[src/eip_pkg.sv]
// ----------------------------------------------------------------------------
// eip_pkg
// Shared widths, constants and types of the eleven-point interpolated
// average precision block.
// ----------------------------------------------------------------------------
`default_nettype none

package eip_pkg;

  // List length bound and recall level count
  localparam int unsigned MAX_LIST_LEN      = 1048576;
  localparam int unsigned RECALL_LEVELS_DEF = 11;
  localparam int unsigned RECALL_LEVELS_MAX = 21;

  // Field and state widths
  localparam int unsigned WT_W    = 16;
  localparam int unsigned TOT_W   = 32;
  localparam int unsigned SUM_W   = 36;
  localparam int unsigned RANK_W  = $clog2(2 * MAX_LIST_LEN);
  localparam int unsigned PREC_W  = 17;
  localparam int unsigned TALLY_W = 16;

  // Entries of the queue between front and back
  localparam int unsigned Q_DEPTH = 4;

  // Shared divider operand widths, wide enough up to RECALL_LEVELS_MAX levels
  localparam int unsigned RL_MAX_W = $clog2(RECALL_LEVELS_MAX + 1);
  localparam int unsigned DVD_W    = SUM_W + 8;
  localparam int unsigned DVS_W    = (RANK_W > RL_MAX_W + TALLY_W) ? RANK_W
                                                                  : RL_MAX_W + TALLY_W;

  // Saturation limits
  localparam logic [RANK_W-1:0]  RANK_CAP  = RANK_W'(2 * MAX_LIST_LEN - 1);
  localparam logic [SUM_W-1:0]   SUM_CAP   = {SUM_W{1'b1}};
  localparam logic [PREC_W-1:0]  PREC_ONE  = PREC_W'(65536);
  localparam logic [TALLY_W-1:0] TALLY_CAP = {TALLY_W{1'b1}};

  // Input item
  typedef struct packed {
    logic [WT_W-1:0] relevance_weight;
    logic            last_in_list;
  } eip_in_t;

  // Result item
  typedef struct packed {
    logic [PREC_W-1:0]  query_precision;
    logic [PREC_W-1:0]  mean_precision;
    logic               query_counted;
    logic [TALLY_W-1:0] queries_done;
  } eip_out_t;

  // Classified item as it waits for the back end
  typedef struct packed {
    logic [SUM_W-1:0]  sum;
    logic [RANK_W-1:0] rank;
    logic [TOT_W-1:0]  total;
    logic              relevant;
    logic              total_pos;
    logic              last;
  } eip_entry_t;

  // Divider request and response
  typedef struct packed {
    logic             start;
    logic [DVD_W-1:0] dividend;
    logic [DVS_W-1:0] divisor;
  } eip_div_req_t;

  typedef struct packed {
    logic              done;
    logic [PREC_W-1:0] quotient;
  } eip_div_rsp_t;

  // Back end sequencer
  typedef enum logic [2:0] {
    BK_IDLE,
    BK_PREC,
    BK_UPDATE,
    BK_SUM,
    BK_QDIV,
    BK_MDIV,
    BK_OUT
  } eip_state_e;

endpackage

`default_nettype wire

[src/eip_front.sv]
// ----------------------------------------------------------------------------
// eip_front
// Accepts ranked documents, keeps rank and relevant sum of the current
// query and pushes one classified entry per document into the queue.
// ----------------------------------------------------------------------------
`default_nettype none

module eip_front (
  input  logic                         clk_i,
  input  logic                         rst_ni,
  input  logic                         in_valid_i,
  output logic                         in_stall_o,
  input  eip_pkg::eip_in_t             in_data_i,
  input  logic                         cfg_we_i,
  input  logic [eip_pkg::TOT_W-1:0]    cfg_wdata_i,
  input  logic                         q_full_i,
  output logic                         q_push_o,
  output eip_pkg::eip_entry_t          q_entry_o
);
  import eip_pkg::*;

  logic [TOT_W-1:0]  total_q;
  logic [SUM_W-1:0]  sum_q, sum_d;
  logic [RANK_W-1:0] rank_q, rank_d;
  logic [SUM_W:0]    sum_add;
  logic              relevant;
  logic              accept;

  // Stall only on a full queue
  assign in_stall_o = q_full_i;
  assign accept     = in_valid_i && !q_full_i;
  assign q_push_o   = accept;

  // Classify and advance rank and saturating sum
  assign relevant = (total_q != '0) && (in_data_i.relevance_weight != '0);
  assign sum_add  = {1'b0, sum_q} + (SUM_W + 1)'(in_data_i.relevance_weight);
  assign rank_d   = (rank_q < RANK_CAP) ? rank_q + 1'b1 : rank_q;

  always_comb begin
    sum_d = sum_q;
    if (relevant) begin
      sum_d = sum_add[SUM_W] ? SUM_CAP : sum_add[SUM_W-1:0];
    end
  end

  // Build the queue entry
  always_comb begin
    q_entry_o.sum       = sum_d;
    q_entry_o.rank      = rank_d;
    q_entry_o.total     = total_q;
    q_entry_o.relevant  = relevant;
    q_entry_o.total_pos = (total_q != '0);
    q_entry_o.last      = in_data_i.last_in_list;
  end

  // Hold the total relevance register
  always_ff @(posedge clk_i or negedge rst_ni) begin
    if (!rst_ni) begin
      total_q <= '0;
    end else if (cfg_we_i) begin
      total_q <= cfg_wdata_i;
    end
  end

  // Update per-query counters, drop them after the last document
  always_ff @(posedge clk_i or negedge rst_ni) begin
    if (!rst_ni) begin
      sum_q  <= '0;
      rank_q <= '0;
    end else if (accept) begin
      if (in_data_i.last_in_list) begin
        sum_q  <= '0;
        rank_q <= '0;
      end else begin
        sum_q  <= sum_d;
        rank_q <= rank_d;
      end
    end
  end

endmodule

`default_nettype wire

[src/eip_fifo.sv]
// ----------------------------------------------------------------------------
// eip_fifo
// Short queue of classified entries between the front and back ends.
// ----------------------------------------------------------------------------
`default_nettype none

module eip_fifo (
  input  logic                 clk_i,
  input  logic                 rst_ni,
  input  logic                 push_i,
  input  eip_pkg::eip_entry_t  entry_i,
  output logic                 full_o,
  input  logic                 pop_i,
  output logic                 empty_o,
  output eip_pkg::eip_entry_t  head_o
);
  import eip_pkg::*;

  localparam int unsigned PTR_W = $clog2(Q_DEPTH);
  localparam int unsigned CNT_W = $clog2(Q_DEPTH + 1);

  eip_entry_t       mem_q [Q_DEPTH];
  logic [PTR_W-1:0] wr_ptr_q, rd_ptr_q;
  logic [CNT_W-1:0] cnt_q;

  assign full_o  = (cnt_q == CNT_W'(Q_DEPTH));
  assign empty_o = (cnt_q == '0);
  assign head_o  = mem_q[rd_ptr_q];

  // Store pushed entries
  always_ff @(posedge clk_i) begin
    if (push_i) begin
      mem_q[wr_ptr_q] <= entry_i;
    end
  end

  // Advance pointers and fill count
  always_ff @(posedge clk_i or negedge rst_ni) begin
    if (!rst_ni) begin
      wr_ptr_q <= '0;
      rd_ptr_q <= '0;
      cnt_q    <= '0;
    end else begin
      if (push_i) begin
        wr_ptr_q <= (wr_ptr_q == PTR_W'(Q_DEPTH - 1)) ? '0 : wr_ptr_q + 1'b1;
      end
      if (pop_i) begin
        rd_ptr_q <= (rd_ptr_q == PTR_W'(Q_DEPTH - 1)) ? '0 : rd_ptr_q + 1'b1;
      end
      unique case ({push_i, pop_i})
        2'b10:   cnt_q <= cnt_q + 1'b1;
        2'b01:   cnt_q <= cnt_q - 1'b1;
        default: cnt_q <= cnt_q;
      endcase
    end
  end

  a_cnt_bound: assert property (@(posedge clk_i) disable iff (!rst_ni)
    cnt_q <= CNT_W'(Q_DEPTH))
    else $error("queue fill count above depth");

  a_no_overflow: assert property (@(posedge clk_i) disable iff (!rst_ni)
    push_i && !pop_i |=> cnt_q == $past(cnt_q) + 1'b1)
    else $error("queue push lost");

  a_no_underflow: assert property (@(posedge clk_i) disable iff (!rst_ni)
    pop_i |-> !empty_o)
    else $error("queue popped while empty");

endmodule

`default_nettype wire

[src/eip_div.sv]
// ----------------------------------------------------------------------------
// eip_div
// Radix-2 restoring divider, one quotient bit per cycle. The caller keeps
// the quotient below 2**PREC_W.
// ----------------------------------------------------------------------------
`default_nettype none

module eip_div (
  input  logic                  clk_i,
  input  logic                  rst_ni,
  input  eip_pkg::eip_div_req_t req_i,
  output eip_pkg::eip_div_rsp_t rsp_o
);
  import eip_pkg::*;

  localparam int unsigned CMP_W = (DVD_W > DVS_W + PREC_W - 1) ? DVD_W
                                                              : DVS_W + PREC_W - 1;
  localparam int unsigned CNT_W = $clog2(PREC_W + 1);

  logic [CMP_W-1:0]  rem_q, dsh_q;
  logic [PREC_W-1:0] quo_q;
  logic [CNT_W-1:0]  cnt_q;
  logic              busy_q, done_q;
  logic              ge;

  assign ge = (rem_q >= dsh_q);

  assign rsp_o.done     = done_q;
  assign rsp_o.quotient = quo_q;

  // Load operands, then subtract the shifted divisor one bit a cycle
  always_ff @(posedge clk_i) begin
    if (req_i.start) begin
      rem_q <= CMP_W'(req_i.dividend);
      dsh_q <= CMP_W'(req_i.divisor) << (PREC_W - 1);
    end else if (busy_q) begin
      if (ge) begin
        rem_q <= rem_q - dsh_q;
      end
      dsh_q <= dsh_q >> 1;
      quo_q <= {quo_q[PREC_W-2:0], ge};
    end
  end

  // Count steps and flag completion
  always_ff @(posedge clk_i or negedge rst_ni) begin
    if (!rst_ni) begin
      busy_q <= 1'b0;
      done_q <= 1'b0;
      cnt_q  <= '0;
    end else begin
      done_q <= 1'b0;
      if (req_i.start) begin
        busy_q <= 1'b1;
        cnt_q  <= CNT_W'(PREC_W);
      end else if (busy_q) begin
        cnt_q <= cnt_q - 1'b1;
        if (cnt_q == CNT_W'(1)) begin
          busy_q <= 1'b0;
          done_q <= 1'b1;
        end
      end
    end
  end

endmodule

`default_nettype wire

[src/eip_back.sv]
// ----------------------------------------------------------------------------
// eip_back
// Takes classified entries from the queue, works out precision and recall
// levels reached, keeps the per-level maxima and forms the query result.
// ----------------------------------------------------------------------------
`default_nettype none

module eip_back #(
  parameter int unsigned RECALL_LEVELS = eip_pkg::RECALL_LEVELS_DEF
) (
  input  logic                 clk_i,
  input  logic                 rst_ni,
  input  logic                 q_empty_i,
  input  eip_pkg::eip_entry_t  q_head_i,
  output logic                 q_pop_o,
  output logic                 out_valid_o,
  input  logic                 out_stall_i,
  output eip_pkg::eip_out_t    out_data_o
);
  import eip_pkg::*;

  localparam int unsigned K_W    = $clog2(RECALL_LEVELS + 1);
  localparam int unsigned KI_W   = $clog2(RECALL_LEVELS);
  localparam int unsigned LHS_W  = SUM_W + $clog2(RECALL_LEVELS);
  localparam int unsigned RHS_W  = TOT_W + $clog2(RECALL_LEVELS);
  localparam int unsigned LSUM_W = $clog2(RECALL_LEVELS * 65536 + 1);
  localparam int unsigned QT_W   = LSUM_W + TALLY_W;
  // Reciprocal of the level count, exact floor for every level sum
  localparam int unsigned QREC_S = LSUM_W + $clog2(RECALL_LEVELS);
  localparam int unsigned QPRD_W = LSUM_W + QREC_S;
  localparam logic [QREC_S-1:0] QREC_M =
    QREC_S'(((64'd1 << QREC_S) + 64'(RECALL_LEVELS) - 64'd1) / 64'(RECALL_LEVELS));

  eip_state_e         state_q, state_d;
  logic [K_W-1:0]     k_q;
  logic [KI_W-1:0]    k_idx;
  logic               sweep_done;
  logic [LHS_W-1:0]   lhs_q;
  logic [RHS_W-1:0]   rhs_q;
  logic [TOT_W-1:0]   tot_q;
  logic [RECALL_LEVELS-1:0] mask_q;
  logic               sat_q, last_q, tpos_q, pdone_q;
  logic [PREC_W-1:0]  prec_q;
  logic [PREC_W-1:0]  level_max_q [RECALL_LEVELS];
  logic [LSUM_W-1:0]  acc_q;
  logic [QPRD_W-1:0]  qprod;
  logic [PREC_W-1:0]  qprec_q, mprec_q;
  logic               counted_q;
  logic [TALLY_W-1:0] tally_q;
  logic [QT_W-1:0]    qtotal_q;
  logic               out_valid_q;
  eip_out_t           out_data_q;
  logic               out_free, out_load, counted_d;
  eip_div_req_t       div_req;
  eip_div_rsp_t       div_rsp;

  eip_div u_div (
    .clk_i  (clk_i),
    .rst_ni (rst_ni),
    .req_i  (div_req),
    .rsp_o  (div_rsp)
  );

  assign k_idx      = k_q[KI_W-1:0];
  assign sweep_done = (k_q == K_W'(RECALL_LEVELS));
  assign out_free   = !out_valid_q || !out_stall_i;
  assign counted_d  = tpos_q && (tally_q != TALLY_CAP);
  assign out_valid_o = out_valid_q;
  assign out_data_o  = out_data_q;

  // Divide the level sum by the level count
  assign qprod = QPRD_W'(acc_q) * QPRD_W'(QREC_M);

  // Next state
  always_comb begin
    state_d = state_q;
    unique case (state_q)
      BK_IDLE: begin
        if (!q_empty_i) begin
          if (q_head_i.relevant) begin
            state_d = BK_PREC;
          end else if (q_head_i.last) begin
            state_d = BK_SUM;
          end
        end
      end
      BK_PREC: begin
        if (pdone_q && sweep_done) state_d = BK_UPDATE;
      end
      BK_UPDATE: begin
        state_d = last_q ? BK_SUM : BK_IDLE;
      end
      BK_SUM: begin
        if (sweep_done) state_d = BK_QDIV;
      end
      BK_QDIV: begin
        state_d = (tally_q == '0) ? BK_OUT : BK_MDIV;
      end
      BK_MDIV: begin
        if (div_rsp.done) state_d = BK_OUT;
      end
      BK_OUT: begin
        if (out_free) state_d = BK_IDLE;
      end
      default: state_d = BK_IDLE;
    endcase
  end

  // Queue pop, divider requests and output load
  always_comb begin
    q_pop_o          = 1'b0;
    out_load         = 1'b0;
    div_req.start    = 1'b0;
    div_req.dividend = DVD_W'({q_head_i.sum, 8'b0});
    div_req.divisor  = DVS_W'(q_head_i.rank);
    unique case (state_q)
      BK_IDLE: begin
        q_pop_o       = !q_empty_i;
        div_req.start = !q_empty_i && q_head_i.relevant;
      end
      BK_QDIV: begin
        div_req.start    = (tally_q != '0);
        div_req.dividend = DVD_W'(qtotal_q);
        div_req.divisor  = DVS_W'(RECALL_LEVELS) * DVS_W'(tally_q);
      end
      BK_OUT: begin
        out_load = out_free;
      end
      default: begin
        q_pop_o = 1'b0;
      end
    endcase
  end

  // Sequencer, level maxima, query totals and output valid
  always_ff @(posedge clk_i or negedge rst_ni) begin
    if (!rst_ni) begin
      state_q     <= BK_IDLE;
      k_q         <= '0;
      pdone_q     <= 1'b0;
      tally_q     <= '0;
      qtotal_q    <= '0;
      out_valid_q <= 1'b0;
      for (int i = 0; i < RECALL_LEVELS; i++) begin
        level_max_q[i] <= '0;
      end
    end else begin
      state_q <= state_d;
      unique case (state_q)
        BK_IDLE: begin
          k_q     <= '0;
          pdone_q <= 1'b0;
        end
        BK_PREC: begin
          if (!sweep_done) k_q <= k_q + 1'b1;
          if (div_rsp.done) pdone_q <= 1'b1;
        end
        BK_UPDATE: begin
          k_q <= '0;
          for (int i = 0; i < RECALL_LEVELS; i++) begin
            if (mask_q[i] && (level_max_q[i] < prec_q)) begin
              level_max_q[i] <= prec_q;
            end
          end
        end
        BK_SUM: begin
          if (!sweep_done) begin
            k_q <= k_q + 1'b1;
          end else if (counted_d) begin
            qtotal_q <= qtotal_q + QT_W'(acc_q);
            tally_q  <= tally_q + 1'b1;
          end
        end
        BK_OUT: begin
          if (out_free) begin
            for (int i = 0; i < RECALL_LEVELS; i++) begin
              level_max_q[i] <= '0;
            end
          end
        end
        default: begin
          k_q <= k_q;
        end
      endcase
      if (out_load) begin
        out_valid_q <= 1'b1;
      end else if (!out_stall_i) begin
        out_valid_q <= 1'b0;
      end
    end
  end

  // Operand capture, recall sweep, level sum and result fields
  always_ff @(posedge clk_i) begin
    unique case (state_q)
      BK_IDLE: begin
        lhs_q  <= LHS_W'(RECALL_LEVELS - 1) * LHS_W'(q_head_i.sum);
        rhs_q  <= '0;
        tot_q  <= q_head_i.total;
        sat_q  <= q_head_i.sum >= SUM_W'({q_head_i.rank, 8'b0});
        last_q <= q_head_i.last;
        tpos_q <= q_head_i.total_pos;
        acc_q  <= '0;
      end
      BK_PREC: begin
        if (!sweep_done) begin
          mask_q[k_idx] <= (lhs_q >= LHS_W'(rhs_q));
          rhs_q         <= rhs_q + RHS_W'(tot_q);
        end
        if (div_rsp.done) begin
          prec_q <= sat_q ? PREC_ONE : div_rsp.quotient;
        end
      end
      BK_UPDATE: begin
        acc_q <= '0;
      end
      BK_SUM: begin
        if (!sweep_done) begin
          acc_q <= acc_q + LSUM_W'(level_max_q[k_idx]);
        end else begin
          counted_q <= counted_d;
        end
      end
      BK_QDIV: begin
        qprec_q <= PREC_W'(qprod >> QREC_S);
        mprec_q <= '0;
      end
      BK_MDIV: begin
        if (div_rsp.done) mprec_q <= div_rsp.quotient;
      end
      BK_OUT: begin
        if (out_free) begin
          out_data_q.query_precision <= qprec_q;
          out_data_q.mean_precision  <= mprec_q;
          out_data_q.query_counted   <= counted_q;
          out_data_q.queries_done    <= tally_q;
        end
      end
      default: begin
        acc_q <= acc_q;
      end
    endcase
  end

  a_tally_steps: assert property (@(posedge clk_i) disable iff (!rst_ni)
    tally_q != $past(tally_q) |-> tally_q == $past(tally_q) + 1'b1)
    else $error("query tally moved by more than one");

  a_div_done_state: assert property (@(posedge clk_i) disable iff (!rst_ni)
    div_rsp.done |-> (state_q == BK_PREC) || (state_q == BK_QDIV) ||
                     (state_q == BK_MDIV))
    else $error("divider finished outside a divide state");

  a_out_loaded: assert property (@(posedge clk_i) disable iff (!rst_ni)
    out_load |=> out_valid_q && (out_data_q.query_precision <= PREC_ONE) &&
                 (state_q == BK_IDLE))
    else $error("result not presented after load");

endmodule

`default_nettype wire

[src/eleven_point_interp_precision.sv]
// ----------------------------------------------------------------------------
// eleven_point_interp_precision
// Eleven-point interpolated average precision over ranked document lists.
// ----------------------------------------------------------------------------
// Feed the relevance weight of each document of one query in rank order and
// flag the last one; write total_relevance (Q24.8) before the query starts.
// A front end takes one document per cycle into a four-entry queue, so the
// input stalls only when the queue is full. The back end retires an
// irrelevant document as it pops it; a relevant one is popped, then the
// 17-step radix-2 divider forms sum/rank while the recall levels are tested
// one per cycle, and then the level maxima are raised. For the last
// document the back end sums the level maxima, forms the query mean,
// divides the running mean once any query is counted, and loads the result
// register, which then waits for the consumer while new documents keep
// entering.
// ----------------------------------------------------------------------------
`default_nettype none

module eleven_point_interp_precision #(
  parameter int unsigned RECALL_LEVELS = eip_pkg::RECALL_LEVELS_DEF
) (
  input  logic                      clk_i,
  input  logic                      rst_ni,
  input  logic                      in_valid_i,
  output logic                      in_stall_o,
  input  eip_pkg::eip_in_t          in_data_i,
  output logic                      out_valid_o,
  input  logic                      out_stall_i,
  output eip_pkg::eip_out_t         out_data_o,
  input  logic                      cfg_we_i,
  input  logic [eip_pkg::TOT_W-1:0] cfg_wdata_i
);
  import eip_pkg::*;

  logic       q_push, q_full, q_pop, q_empty;
  eip_entry_t q_entry, q_head;

  // Accept and classify documents
  eip_front u_front (
    .clk_i       (clk_i),
    .rst_ni      (rst_ni),
    .in_valid_i  (in_valid_i),
    .in_stall_o  (in_stall_o),
    .in_data_i   (in_data_i),
    .cfg_we_i    (cfg_we_i),
    .cfg_wdata_i (cfg_wdata_i),
    .q_full_i    (q_full),
    .q_push_o    (q_push),
    .q_entry_o   (q_entry)
  );

  // Decouple front and back
  eip_fifo u_fifo (
    .clk_i   (clk_i),
    .rst_ni  (rst_ni),
    .push_i  (q_push),
    .entry_i (q_entry),
    .full_o  (q_full),
    .pop_i   (q_pop),
    .empty_o (q_empty),
    .head_o  (q_head)
  );

  // Precision, level maxima and query results
  eip_back #(
    .RECALL_LEVELS (RECALL_LEVELS)
  ) u_back (
    .clk_i       (clk_i),
    .rst_ni      (rst_ni),
    .q_empty_i   (q_empty),
    .q_head_i    (q_head),
    .q_pop_o     (q_pop),
    .out_valid_o (out_valid_o),
    .out_stall_i (out_stall_i),
    .out_data_o  (out_data_o)
  );

endmodule

`default_nettype wire

[config.mk]
export PLATFORM = sky130hd
export DESIGN_NAME = eleven_point_interp_precision
export DESIGN_NICKNAME = d
export VERILOG_FILES = /design/src/eip_pkg.sv /design/src/eip_front.sv /design/src/eip_fifo.sv /design/src/eip_div.sv /design/src/eip_back.sv /design/src/eleven_point_interp_precision.sv
export SDC_FILE = /design/constraint.sdc
export NUM_CORES = 2
export LEC_CHECK = 0
export BUFFER_PORTS_ARGS = -buffer_cell sky130_fd_sc_hd__buf_2
export CAP_MARGIN = 10
export CORE_MARGIN = 10
export CORE_UTILIZATION = 30
export DETAILED_ROUTE_END_ITERATION = 12
export SKIP_LAST_GASP = 1
export SLEW_MARGIN = 30
export SYNTH_ARGS = -nofsm -noshare
export SYNTH_HDL_FRONTEND = slang
export SYNTH_SLANG_ARGS = --single-unit
[constraint.sdc]
create_clock -name clk_i -period 19.2 [get_ports clk_i]
set_input_delay 2.88 -clock clk_i [delete_from_list [all_inputs] [get_ports clk_i]]
set_output_delay 2.88 -clock clk_i [all_outputs]
set_load 0.1 [all_outputs]
==> out/summary.txt <==
status - completed
detailed placement HPWL - 126 mm
crit path time final - 6.67 ns
CTS buffer count - 118
layout cells sized above 1 - 9.80%
critical path launch point type - register
die span in y - 498 µm
Syn-to-layout area delta - 11.8%
most common cell after layout, fill and taps aside - edfxtp_1
Port Buffers - 106
clk buf depth - 3
Total Nets Final - 7,104
flops & latches, synth - 1,061
Async SR Flop Fraction - 33.1%
Critical-path top delay cell - edfxtp_1
Clk Latency, worst-skew pair - 0.80 ns
Worst Skew - 0.0917 ns
largest area contributor in the netlist - edfxtp_1
Max Freq - 0.150 GHz
worst slew pin tran - 1.01 ns
routed vias - 48,701
GPL Wtd Cong - 0.870
First-pass DRT Iterations - 6
commonest cells after routing, fill and taps aside - 694 x edfxtp_1, 691 x ha_1, 488 x inv_1
Post-Syn Instances - 6,207
Yosys top cell area share - 30.4%
Initial Utilization - 30.1%
Synth area leaders - edfxtp_1 30%, dfrtp_1 13%, ha_1 13%
worst r2r path cells - 21
Final Max Slew Viols - 0
# rows - 175
pin count of the biggest net entering global routing - 156
mean area per synthesized cell - 11.0 µm²
HP Class - reg2reg
via density per instance - 5.23
Post-Synthesis Net Count - 7,112
Gates resized, CTS repair - 0
die width - 498 µm
CP most frequent cell - fa_1
Tcrit/Tclk final - 34.7%
Top Ports - 107
CTS tree - done
unrepaired setup endpoints after global routing - no
GR Overflow Total - 0
antenna violations before repair - 3
CP Max Fanout - 13
Die ar. - 248,000 µm²
final hold slack - 0.420 ns
Post-route DRC - 0
1st-iter DRT viols - 4,172
Slew Limit Headroom - 32.7%
CTS sink cnt - 1,061
WL final - 176 mm
post-synth cell types - 85
Post-CTS Repair Setup Buffers - 0
WP data arrival - 7.19 ns
Hold Crit Depth - 0
Main synth FF type - edfxtp_1
crit path kind - reg2reg
max-cap viol count - 0
pre-CTS setup slack - 12.51 ns
Clock Pin Slew Worst Setup and Hold Paths - 0.06 ns
Syn. warnings - 0
synthesized area - 68,500 µm²
GR Util All Layers - 13.7%
post-synthesis sequential area ratio - 43.7%
depth of the CTS H-tree - 3
CTS Hold Buffers Added - 0
Fill cells - 22,608
CP Data Required Time - 19.72 ns
number of synthesized flops with an enable pin - 694
Worst path max stage delay - 0.89 ns
TNS Setup - 0 ns
Worst Setup End Kind - register
Core Box Area - 227,000 µm²
Final WS setup - 12.53 ns
DRT antenna net count - 0
Fin. Hold Viols - 0
Cell Chain, Critical Path - fa_1 -> ha_1 -> inv_1 -> fa_1 -> fa_1 -> inv_1 -> fa_1 -> fa_1 -> inv_1 -> fa_1 -> inv_1 -> ha_1 -> a21o_1 -> nand3_1 -> a21oi_1 -> o31a_1 -> nand3_1 -> nand2_1 -> a311oi_1 -> o21ba_2 -> xnor2_1
vias in the first global route - 48,709
routed len/inst - 18.9 µm
# setup viols final - 0
CTS root buf - clkbuf_16
first-pass GRT wire length - 278 mm
per-stage QoR:
step           utilization [%]  instance area [µm²]  std cells
4_1_cts                   33.7                76500       9311
2_1_floorplan                -                68500       6207
3_3_place_gp              31.8                72200       9085
3_5_place_dp              31.8                72200       9086
5_1_grt                   33.7                76600       9314
6_report                  33.7                76600       9314
worst paths after layout:
check | slack, ns | endpoint | startpoint
max in group asynchronous | 14.82 | u_back.level_max_q[23]$_DFFE_PN0P_ | rst_ni
worst min register to register | 0.42 | u_back.out_data_o[32]$_DFFE_PP_ | u_back.mprec_q[15]$_SDFFCE_PN0P_
worst min-delay path | 0.42 | u_back.out_data_o[32]$_DFFE_PP_ | u_back.mprec_q[15]$_SDFFCE_PN0P_
min in group asynchronous | 2.11 | u_front.total_q[28]$_DFFE_PN0P_ | rst_ni
worst max-delay path | 12.53 | u_back.qprec_q[12]$_DFFE_PP_ | u_back.acc_q[12]$_SDFFCE_PN0P_
worst max register to register | 12.53 | u_back.qprec_q[12]$_DFFE_PP_ | u_back.acc_q[12]$_SDFFCE_PN0P_
routing by layer:
layer | vias to the layer above | part of all wire (%) | track usage (%)
met3 | 217 | 4.4 | 1.81
met2 | 1120 | 47 | 22.5
met4 | 0 | 2.9 | 4.32
met1 | 24366 | 46 | 18.8
met5 | - | 0 | 0
li1 | 22998 | - | -
registers in the layout, indices dropped and copies added (netlist names), 20 cells and up:
| name | flops |
|---|---|
| u_fifo.mem_q | 368 |
| u_back.u_div.rem_q | 44 |
| u_back.qtotal_q | 36 |
| u_back.lhs_q | 39 |
| u_front.total_q | 32 |
| u_back.u_div.dsh_q | 37 |
| u_back.rhs_q | 36 |
| u_front.rank_q | 21 |
| u_back.acc_q | 20 |
| u_back.out_data_o | 51 |
| u_back.level_max_q | 187 |
| u_front.sum_q | 36 |
| u_back.tot_q | 32 |
final cells by class:
cell class	count	area (µm²)	share of cell area (%)
Timing Repair Buffer	180	1160	1.51
Sequential cell	1061	30000	39.1
Antenna cell	1	2.50	0.00327
Tap cell	3009	3760	4.92
Multi-Input combinational cell	4346	35600	46.4
Clock buffer	157	3320	4.34
Clock inverter	68	953	1.25
Inverter	492	1850	2.41
critical path: cells and delay by family, from the launching register on:
family	cells	cell delay, ns
simple gates	3	0.36
flops	1	0.89
buf+inv	4	0.22
fa+ha+maj	8	3.66
compound gates	5	1.19
xor+xnor	1	0.06
synth_stat cells (54+ instances only):
cell type,instances
edfxtp_1,694
ha_1,691
inv_1,490
nand2_1,414
dfrtp_1,351
nand3_1,342
a21oi_1,282
o21ai_0,256
nor2_1,251
clkbuf_1,216
a21o_1,188
nor3_1,169
and3_1,162
mux2i_1,162
fa_1,160
nand4_1,147
xnor2_1,133
mux4_2,126
o311a_1,87
xor2_1,83
nor2b_1,58
a31oi_1,54
cells by family (layout without fill, tap and decap cells):
group	Yosys count	count (layout)	synth area share [%]
AND/OR/NAND/NOR	1748	1748	12.8
AO/OA/AOI/OAI	1205	1205	11.7
flip-flops	1061	1061	43.7
adder cells (fa/ha/maj)	851	851	17.3
buffers and inverters	800	897	4.51
multiplexers	326	326	7.14
XOR/XNOR	216	216	2.76
other	0	1	0
Power is left out: the tool's default activity adds up to more than one toggle a clock period on the data nets, which glitch-free logic cannot reach.
